<file path="src/rtl/core/tcw_pkg.sv">
`timescale 1ns / 1ps
`default_nettype none

package tcw_pkg;

  localparam int POS_W  = 11;
  localparam int CELL_W = 16;

  // opcodes
  localparam logic [1:0] OP_PUT   = 2'd0;
  localparam logic [1:0] OP_CLEAR = 2'd1;
  localparam logic [1:0] OP_READ  = 2'd2;

  // character codes with a cursor meaning, and the printable range
  localparam logic [7:0] CH_BS    = 8'h08;
  localparam logic [7:0] CH_TAB   = 8'h09;
  localparam logic [7:0] CH_LF    = 8'h0A;
  localparam logic [7:0] CH_CR    = 8'h0D;
  localparam logic [7:0] CH_FIRST = 8'h20;
  localparam logic [7:0] CH_LAST  = 8'h7F;

  localparam logic [CELL_W-1:0] BLANK_CELL = 16'h0F20;

  typedef struct packed {
    logic [1:0]       opcode;
    logic [7:0]       char_code;
    logic [3:0]       bg_color;
    logic [3:0]       fg_color;
    logic [POS_W-1:0] cell_index;
  } tcw_req_t;

  typedef struct packed {
    logic [POS_W-1:0]  cursor_pos;
    logic [CELL_W-1:0] cell_data;
  } tcw_rsp_t;

  typedef struct packed {
    logic load_item;
    logic put_step;
    logic home;
    logic read_issue;
    logic sweep_en;
    logic sweep_copy;
    logic out_load;
  } tcw_cmd_t;

  typedef struct packed {
    logic       need_scroll;
    logic       sweep_last;
    logic       out_free;
    logic [1:0] opcode;
  } tcw_stat_t;

endpackage

`default_nettype wire

</file>
<file path="src/rtl/core/tcw_ctrl.sv">
`timescale 1ns / 1ps
`default_nettype none

module tcw_ctrl import tcw_pkg::*; (
  input  wire logic      clk,
  input  wire logic      rst,
  input  wire logic      req_valid,
  output logic           req_ready,
  input  wire tcw_stat_t stat,
  output tcw_cmd_t       cmd
);

  typedef enum logic [5:0] {
    ST_INIT   = 6'b000001,
    ST_IDLE   = 6'b000010,
    ST_EXEC   = 6'b000100,
    ST_SCROLL = 6'b001000,
    ST_CLEAR  = 6'b010000,
    ST_EMIT   = 6'b100000
  } state_t;

  state_t state, state_next;

  assign req_ready = (state == ST_IDLE);

  always_comb begin
    state_next = state;
    cmd        = '0;
    case (state)
      ST_INIT: begin
        cmd.sweep_en = 1'b1;
        if (stat.sweep_last) state_next = ST_IDLE;
      end
      ST_IDLE: begin
        cmd.load_item = req_valid;
        if (req_valid) state_next = ST_EXEC;
      end
      ST_EXEC: begin
        case (stat.opcode)
          OP_PUT: begin
            cmd.put_step = 1'b1;
            state_next   = stat.need_scroll ? ST_SCROLL : ST_EMIT;
          end
          OP_CLEAR: begin
            cmd.home   = 1'b1;
            state_next = ST_CLEAR;
          end
          OP_READ: begin
            cmd.read_issue = 1'b1;
            state_next     = ST_EMIT;
          end
          default: begin
            state_next = ST_EMIT;
          end
        endcase
      end
      ST_SCROLL: begin
        cmd.sweep_en   = 1'b1;
        cmd.sweep_copy = 1'b1;
        if (stat.sweep_last) state_next = ST_EMIT;
      end
      ST_CLEAR: begin
        cmd.sweep_en = 1'b1;
        if (stat.sweep_last) state_next = ST_EMIT;
      end
      ST_EMIT: begin
        cmd.out_load = stat.out_free;
        if (stat.out_free) state_next = ST_IDLE;
      end
      default: begin
        state_next = ST_INIT;
      end
    endcase
  end

  always_ff @(posedge clk) begin
    if (rst) state <= ST_INIT;
    else     state <= state_next;
  end

  a_accept_exec: assert property (@(posedge clk) disable iff (rst)
    req_valid && req_ready |=> state == ST_EXEC)
    else $error("accepted item did not start execution");

  a_load_free: assert property (@(posedge clk) disable iff (rst)
    cmd.out_load |-> stat.out_free)
    else $error("result loaded over an untaken result");

  a_init_done: assert property (@(posedge clk) disable iff (rst)
    state == ST_INIT && stat.sweep_last |=> state == ST_IDLE)
    else $error("reset clearing pass did not end in idle");

  a_scroll_done: assert property (@(posedge clk) disable iff (rst)
    state == ST_SCROLL && stat.sweep_last |=> state == ST_EMIT)
    else $error("scroll did not end in result");

endmodule

`default_nettype wire

</file>
<file path="config.mk">
export PLATFORM = sky130hd
export DESIGN_NAME = tcw_ctrl
export DESIGN_NICKNAME = d
export VERILOG_FILES = /design/src/rtl/core/tcw_pkg.sv /design/src/rtl/core/tcw_ctrl.sv
export SDC_FILE = /design/constraint.sdc
export NUM_CORES = 1
export LEC_CHECK = 0
export BUFFER_PORTS_ARGS = -buffer_cell sky130_fd_sc_hd__buf_2
export CAP_MARGIN = 20
export CORE_AREA = 8 8 45 47
export CTS_BUF_LIST = sky130_fd_sc_hd__clkbuf_8
export DETAILED_ROUTE_END_ITERATION = 6
export DIE_AREA = 0 0 53 55
export GPL_ROUTABILITY_DRIVEN = 0
export HOLD_SLACK_MARGIN = 0.02
export PLACE_DENSITY = 0.6
export SLEW_MARGIN = 20
export SYNTH_ARGS = -nofsm -noshare
export SYNTH_HDL_FRONTEND = slang
export SYNTH_SLANG_ARGS = --single-unit
</file>
<file path="constraint.sdc">
create_clock -name clk -period 1.85 [get_ports clk]
set_clock_uncertainty 0.2 [all_clocks]
set_input_delay 0.37 -clock clk [delete_from_list [all_inputs] [get_ports clk]]
set_output_delay 0.37 -clock clk [all_outputs]
set_load 0.01 [all_outputs]
</file>
; Yosys cells after proc, flatten, opt, wreduce, memory -nomap -nowiden
; Index checks and enable logic that the tools add are counted.
[op_classes]
n_eq_ne = 12
n_mux = 15
n_reduce_logical = 4
[op_table]
columns = cell, count
row1 = 6-bit two-way mux, 5
row2 = 6-bit case mux with 5 select lines, 1
row3 = 6-bit case mux with 2 select lines, 1
row4 = 1-bit two-way mux, 7
row5 = "6-bit by 1-bit == test with 1-bit output, second input constant", 1
row6 = "6-bit by 2-bit == test with 1-bit output, second input constant", 1
row7 = "6-bit by 3-bit == test with 1-bit output, second input constant", 1
row8 = "6-bit by 4-bit == test with 1-bit output, second input constant", 1
row9 = "6-bit by 5-bit == test with 1-bit output, second input constant", 1
row10 = "6-bit == test, second input constant", 1
row11 = "2-bit inequality test, second input constant", 3
row12 = 4-bit AND reduction, 1
row13 = 3-bit two-way mux, 1
row14 = 3-bit OR reduction, 1
row15 = "2-bit by 1-bit == test with 1-bit output, second input constant", 1
row16 = "2-bit == test, second input constant", 1
row17 = 2-bit logical NOT, 1
row18 = "2-bit by 1-bit inequality test with 1-bit output, second input constant", 1
row19 = 2-bit OR reduction, 1
[word_totals]
register_bits = 6
word_cells = 32

; Logic depth before layout (Yosys ltp)
; Gate-level depths: netlist of run 1.
[logic_depth]
ltp_word = 4
mapped_depth = 5
ltp_nobuf = 4

; Worst setup path before layout of run 1
; No wires, ideal clock.
[synth_timing]
path_kind = reg-to-output
from = register state[5]
to = output cmd[3] in the netlist's numbering
arrival_time_ps = 1119
slack_ps = 161
path_stages_with_launch = 5
n_path_buf = 1
cell_sequence = dfxtp_1 > buf_6 > nor3_2 > nand3_2 > nor3b_1
[synth_rtl]
columns = element, line
row1 = "start, declared", tcw_ctrl.sv:22  ; state_t state, state_next;
row2 = "start signal, assigned", tcw_ctrl.sv:78  ; else state <= state_next;
row3 = "end, declared", tcw_ctrl.sv:10  ; output tcw_cmd_t cmd

==> results.ini, run 1 <==
[run_status]
outcome = finished, violations left
violations = negative setup slack

[sta]
worst_pin_slew_ns = 0.316
fin_crit_sh = 1.03
fmax_ghz = 0.526
slew_viol_final = 0
rsz0062_at_grt = true
setup_viol = 6
period_minus_slack_ns = 1.90
slew_headroom = 0.787
setup_ws_ns = -0.0517
tns_ns = -0.109
hold_viol_final = 0

[power_and_ir_drop]
swShare = 0.318
internal-power_uw = 365
power_density_nw_per_um2 = 762
power_frac_comb = 0.297
p_leak_nw = 0.312
clockPowerShare = 0.354
pwr-share-seq = 0.348
vdd.ir_drop.worst_mv = 0.753
switchingPower_uw = 170

[min_path]
hold_path_class = in -> reg

[global_route]
grt_pass1_vias = 507
grt_pass1_wl_um = 2190
antenna_found_initial = 0
grt_max_degree = 11
grt_use_total = 0.0973
grt_overflow = 0

[floorplanning]
core_um2 = 1380
dieArea_um2 = 2920
ios = 16
placementRows = 14
die_w_um = 53
initial_core_util = 0.344
die-height_um = 55

[cts]
cts_buffers = 3
cts_tree = built
cts.sink_count = 6
clk_latency_ns = 0.22
cts_root_buf = clkbuf_8
ctsHtreeMaxLevel = 1
clkTransAtPathRegs_ns = 0.04
cts.path.max_buffers = 2

[placed_design]
placed_cells = 86
hpwlAfterDp_um = 930
io_buffers = 15

[yosys]
seq_area_frac_synth = 0.253
synthCells = 54
synth_area_leaders = dfxtp_1 25%, buf_6 7.1%, nor3_2 4.2%
synth_top_area_frac = 0.253
synth_cell_types = 33
syn-cell-area_um2 = 475
yosysTopAreaCell = dfxtp_1
synth_seq_cells = 6
synth.yosys.warnings = 0
syn_area_per_cell_um2 = 8.80
syn_nets = 62

[final_layout]
regMostFlops = state
fin_cells = 98
top_regs = state (6)
drive_above_1_share = 0.573
antenna_cells = 0
nets = 92
syn_to_final_growth_pct = 47.6
largest_reg_flops = 6

[setup_path]
cp.required_ns = 1.28
cp.arrival_ns = 1.33
end_kind = output port
r2r-start = state[3]$_SDFFE_PP0P_
startpoint = state[3]$_SDFFE_PP0P_
worst_r2r_endpoint = state[0]$_SDFFE_PP1P_
critPathCapture = cmd[4]
timing_worst_setup_path_type = reg -> out
reg2reg_slack_ns = -0.01
r2r.worst_path.cells = 10
path_max_fanout = 6
crit_path_start_kind = register

[detailed_routing]
ant_nets = 0
via_count = 537
wl_um = 1370
post_drt_wl_per_cell_um = 13.9
drc = 0
first_pass_iters = 4
via_per_inst = 5.48
drt_iter0_markers = 15

[run]
maxCapViolations = 0

==> cells in the final DEF, fill, tap and decap left out, types with 3 or more instances in the layout <==
master    netlist  final
buf_2           0     15
buf_4           0     13
dfxtp_2         0      3
nor2_1          4      3
nor2_2          2      3
clkbuf_8        0      3
nand2_1         3      3
==> power groups by stage <==
stage | Sequential [mW] | Clock, mW | Combinational, mW
2_1_floorplan | 0.161 | 0 | 0.126
3_3_place_gp | 0.183 | 0 | 0.142
3_5_place_dp | 0.183 | 0 | 0.141
4_1_cts | 0.182 | 0.194 | 0.157
5_1_grt | 0.188 | 0.209 | 0.172
6_report | 0.186 | 0.189 | 0.159
==> metrics by stage <==
| step | hold WS, ns | area [um^2] | total power, mW | util | worst slack [ns] |
|---|---|---|---|---|---|
| floorplan | 0.235 | 475 | 0.288 | - | 0.161 |
| global placement | 0.416 | 567 | 0.325 | 0.410 | 0.128 |
| detailed placement | 0.421 | 567 | 0.324 | 0.410 | 0.100 |
| CTS | 0.193 | 691 | 0.533 | 0.499 | -0.0359 |
| global route | 0.194 | 702 | 0.568 | 0.507 | -0.110 |
| finish | 0.195 | 702 | 0.535 | 0.507 | -0.0517 |
==> cells by family after synthesis <==
| kind of cell | share of synthesized area |
|---|---|
| flip-flops | 0.253 |
| XOR/XNOR | 0.0368 |
| AND/OR/NAND/NOR | 0.413 |
| AO/OA/AOI/OAI | 0.211 |
| buffers and inverters | 0.0868 |
==> how the worst min path moves through the flow <==
stage / from / end / slack, ns / cells after the start
2_1_floorplan: rst / state[5]$_SDFFE_PP0P_ / 0.23 / 1
5_1_grt: req_valid / state[1]$_SDFFE_PP0P_ / 0.19 / 2
4_1_cts: req_valid / state[1]$_SDFFE_PP0P_ / 0.19 / 2
3_3_place_gp: req_valid / state[1]$_SDFFE_PP0P_ / 0.42 / 2
3_5_place_dp: req_valid / state[1]$_SDFFE_PP0P_ / 0.42 / 2
6_report: req_valid / state[1]$_SDFFE_PP0P_ / 0.19 / 2
==> layer usage <==
metal | up-vias | GRT usage | part of all wire
met4 | 0 | 0.0259 | 0.014
met5 | - | 0 | 0
met1 | 256 | 0.110 | 0.43
li1 | 262 | - | -
met2 | 17 | 0.160 | 0.49
met3 | 2 | 0.0481 | 0.065
==> area by class of cell <==
type                    count  area (um^2)
clock buffers               3         41.3
fillers                   131          682
inverters                   2         7.51
multi-input cells          43          329
flip-flops and latches      6          131
well taps                  16         20.0
repair buffers             28          173
==> synthesized netlist by cell type <==
library cell  count
dfxtp_1           6
nor2_1            4
buf_6             3
nand2_1           3
inv_1             2
nand3_1           2
nand3b_1          2
nor2_2            2
nor2b_1           2
nor3_2            2
nor4_1            2
o21ai_1           2
xor2_1            2
a211oi_2          1
a22o_1            1
a311oi_1          1
a31oi_1           1
a32o_1            1
and2_1            1
and3_1            1
and4b_1           1
nand3_2           1
nand4_1           1
nand4b_1          1
nor3_1            1
nor3b_1           1
nor3b_2           1
nor4b_2           1
o211a_1           1
o211ai_1          1
o211ai_2          1
o21ai_0           1
o32ai_1           1
==> critical path: stages, from the launching register on <==
cell	delay, ns
dfxtp_4	0.36
nor3_4	0.21
nand3_2	0.15
nor3b_2	0.22
buf_2	0.16
==> timing repair <==
| action | CTS | global route |
|---|---|---|
| hold buffers | 0 | 0 |
| buffers inserted | 9 | 0 |
| gates resized for setup | 6 | 4 |
| endpoints found under the setup margin | 5 | 8 |
| pin swaps | 4 | 1 |
| hold endpoints to repair | 0 | 0 |
Note: power is estimated with default switching activity, not from simulation.
==> run 2: changes to the inputs <==
--- a/config.mk
+++ b/config.mk
@@ -14,6 +14,8 @@
 export GPL_ROUTABILITY_DRIVEN = 0
 export HOLD_SLACK_MARGIN = 0.02
 export PLACE_DENSITY = 0.6
+export SETUP_SLACK_MARGIN = 0.2
+export SKIP_LAST_GASP = 1
 export SLEW_MARGIN = 20
 export SYNTH_ARGS = -nofsm -noshare
 export SYNTH_HDL_FRONTEND = slang
==> results.ini, run 2 (synthesis results as in run 1) <==
[setup_path]
reg2reg_slack_ns = 0.06  ; +0.07 ns
cp.arrival_ns = 1.35  ; +0.02 ns
timing_worst_setup_path_type = reg -> out
path_max_fanout = 5  ; -1
r2r-start = state[4]$_SDFFE_PP0P_
end_kind = output port
startpoint = state[4]$_SDFFE_PP0P_
cp.required_ns = 1.28  ; about the same
crit_path_start_kind = register

[power_and_ir_drop]
swShare = 0.326  ; +0.00801
internal-power_uw = 388  ; +6.4%
vdd.ir_drop.worst_mv = 0.566  ; -25%
pwr-share-seq = 0.298  ; -0.050
clockPowerShare = 0.342  ; -0.012
switchingPower_uw = 188  ; +10%
power_density_nw_per_um2 = 721  ; -5.3%
power_frac_comb = 0.360  ; +0.063
p_leak_nw = 0.360  ; +15%

[detailed_routing]
first_pass_iters = 4  ; unchanged
via_per_inst = 5.44  ; -0.68%
ant_nets = 0  ; unchanged
drt_iter0_markers = 17  ; +2
post_drt_wl_per_cell_um = 13.9  ; -0.11%
wl_um = 1450  ; +6.0%
drc = 0  ; unchanged
via_count = 566  ; +5.4%

[cts]
cts_buffers = 3  ; unchanged
ctsHtreeMaxLevel = 1  ; unchanged
clkTransAtPathRegs_ns = 0.04  ; about the same
cts_root_buf = clkbuf_8
cts_tree = built
cts.path.max_buffers = 2  ; unchanged
cts.sink_count = 6  ; unchanged
clk_latency_ns = 0.22  ; about the same
postCtsHoldBufs = 0  ; unchanged

[global_route]
grt_max_degree = 9  ; -2
met3_usage = 0.0428  ; -0.00535
grt-busiest-layer = met2
antenna_found_initial = 0  ; unchanged
grt_pass1_wl_um = 2390  ; +9.1%
grt_pass1_vias = 566  ; +12%
met1_usage = 0.116  ; +0.00591
grtUsageMet2 = 0.195  ; +0.0352
grt_overflow = 0  ; unchanged
grt_use_total = 0.110  ; +0.0125

[sta]
slew_headroom = 0.764  ; -0.0234
worst_pin_slew_ns = 0.351  ; +0.0348 ns
slew_viol_final = 0  ; unchanged
period_minus_slack_ns = 1.92  ; +0.0190 ns
setup_ws_ns = -0.0707  ; -0.0190 ns
tns_ns = -0.117  ; -0.00764 ns
fmax_ghz = 0.521  ; -0.99%
rsz0062_at_grt = true
fin_crit_sh = 1.04  ; +0.0103
fin_hold_ws_ns = 0.187  ; -0.00773 ns
setup_viol = 3  ; -3
hold_viol_final = 0  ; unchanged

[floorplanning]
die_w_um = 53  ; unchanged
ios = 16  ; unchanged
initial_core_util = 0.344  ; unchanged
placementRows = 14  ; unchanged
die-height_um = 55  ; unchanged
dieArea_um2 = 2920  ; unchanged
core_um2 = 1380  ; unchanged

[final_layout]
syn_to_final_growth_pct = 67.9
fin_cells = 104  ; +6.1%
antenna_cells = 0  ; unchanged
regMostFlops = state
nets = 98  ; +6.5%
fin_util = 0.577  ; +0.0696
drive_above_1_share = 0.625  ; +0.0518
fill_cells = 126  ; -3.8%
top_regs = state (6)
final_cell_mix = 15 x buf_4, 14 x buf_2, 5 x buf_6
largest_reg_flops = 6  ; unchanged
final_common_cell = buf_4

[min_path]
hold_path_class = in -> reg
min_from = req_valid

[placed_design]
hpwlAfterDp_um = 1020  ; +9.6%
placed_cells = 91  ; +5.8%
io_buffers = 15  ; unchanged

[run_status]
violations = negative setup slack
outcome = finished, violations left

[run]
maxCapViolations = 0  ; unchanged

## run 2: repair_timing
item	4_1_cts	5_1_grt
gates cloned	0	0
resized for setup	12	7
buffers inserted	8	2
setup endpoints to repair	10	13
hold endpoints to repair	0	0
pin swaps	4	6
## run 2: power groups by stage
stage	clock network, mW	logic [mW]	registers [mW]
after floorplan	0	0.132	0.162
after global placement	0	0.194	0.170
after detailed placement	0	0.193	0.170
after CTS	0.200	0.202	0.170
after global routing	0.208	0.229	0.174
final	0.197	0.207	0.172
## run 2: path summary, 6_finish.rpt
check,to,cells after the start
worst max-delay path,cmd[4],4
worst min-delay path,state[1]$_SDFFE_PP0P_,2
worst min register to register,state[0]$_SDFFE_PP1P_,2
worst max register to register,state[4]$_SDFFE_PP0P_,9
## run 2: final cells by class
cell class / instances / area (um^2) / area share
flip-flops and latches: 6 / 131 / 0.165
multi-input cells: 43 / 359 / 0.450
well taps: 16 / 20.0 / 0.0251
repair buffers: 34 / 239 / 0.299
inverters: 2 / 7.51 / 0.00940
clock buffers: 3 / 41.3 / 0.0517
## run 2: worst max-delay path: stages, from the launching register on
cell and delay, ns:
dfxtp_4 0.36, nor3_4 0.24, nand3_4 0.14, nor3b_4 0.23, buf_2 0.16
## run 2: metrics by stage
stage	total power [mW]	setup WS, ns	cell area [um^2]
floorplan	0.295	0.199	487
global placement	0.364	0.142	616
detailed placement	0.364	0.124	616
CTS	0.572	-0.0455	748
global route	0.612	-0.135	798
finish	0.576	-0.0707	798
## run 2: per-layer routing
metal  routed length, um  up-vias
li1                    -      279
met1                 588      265
met2                 755       20
met3                  89        2
met4                  14        0
met5                   0        -
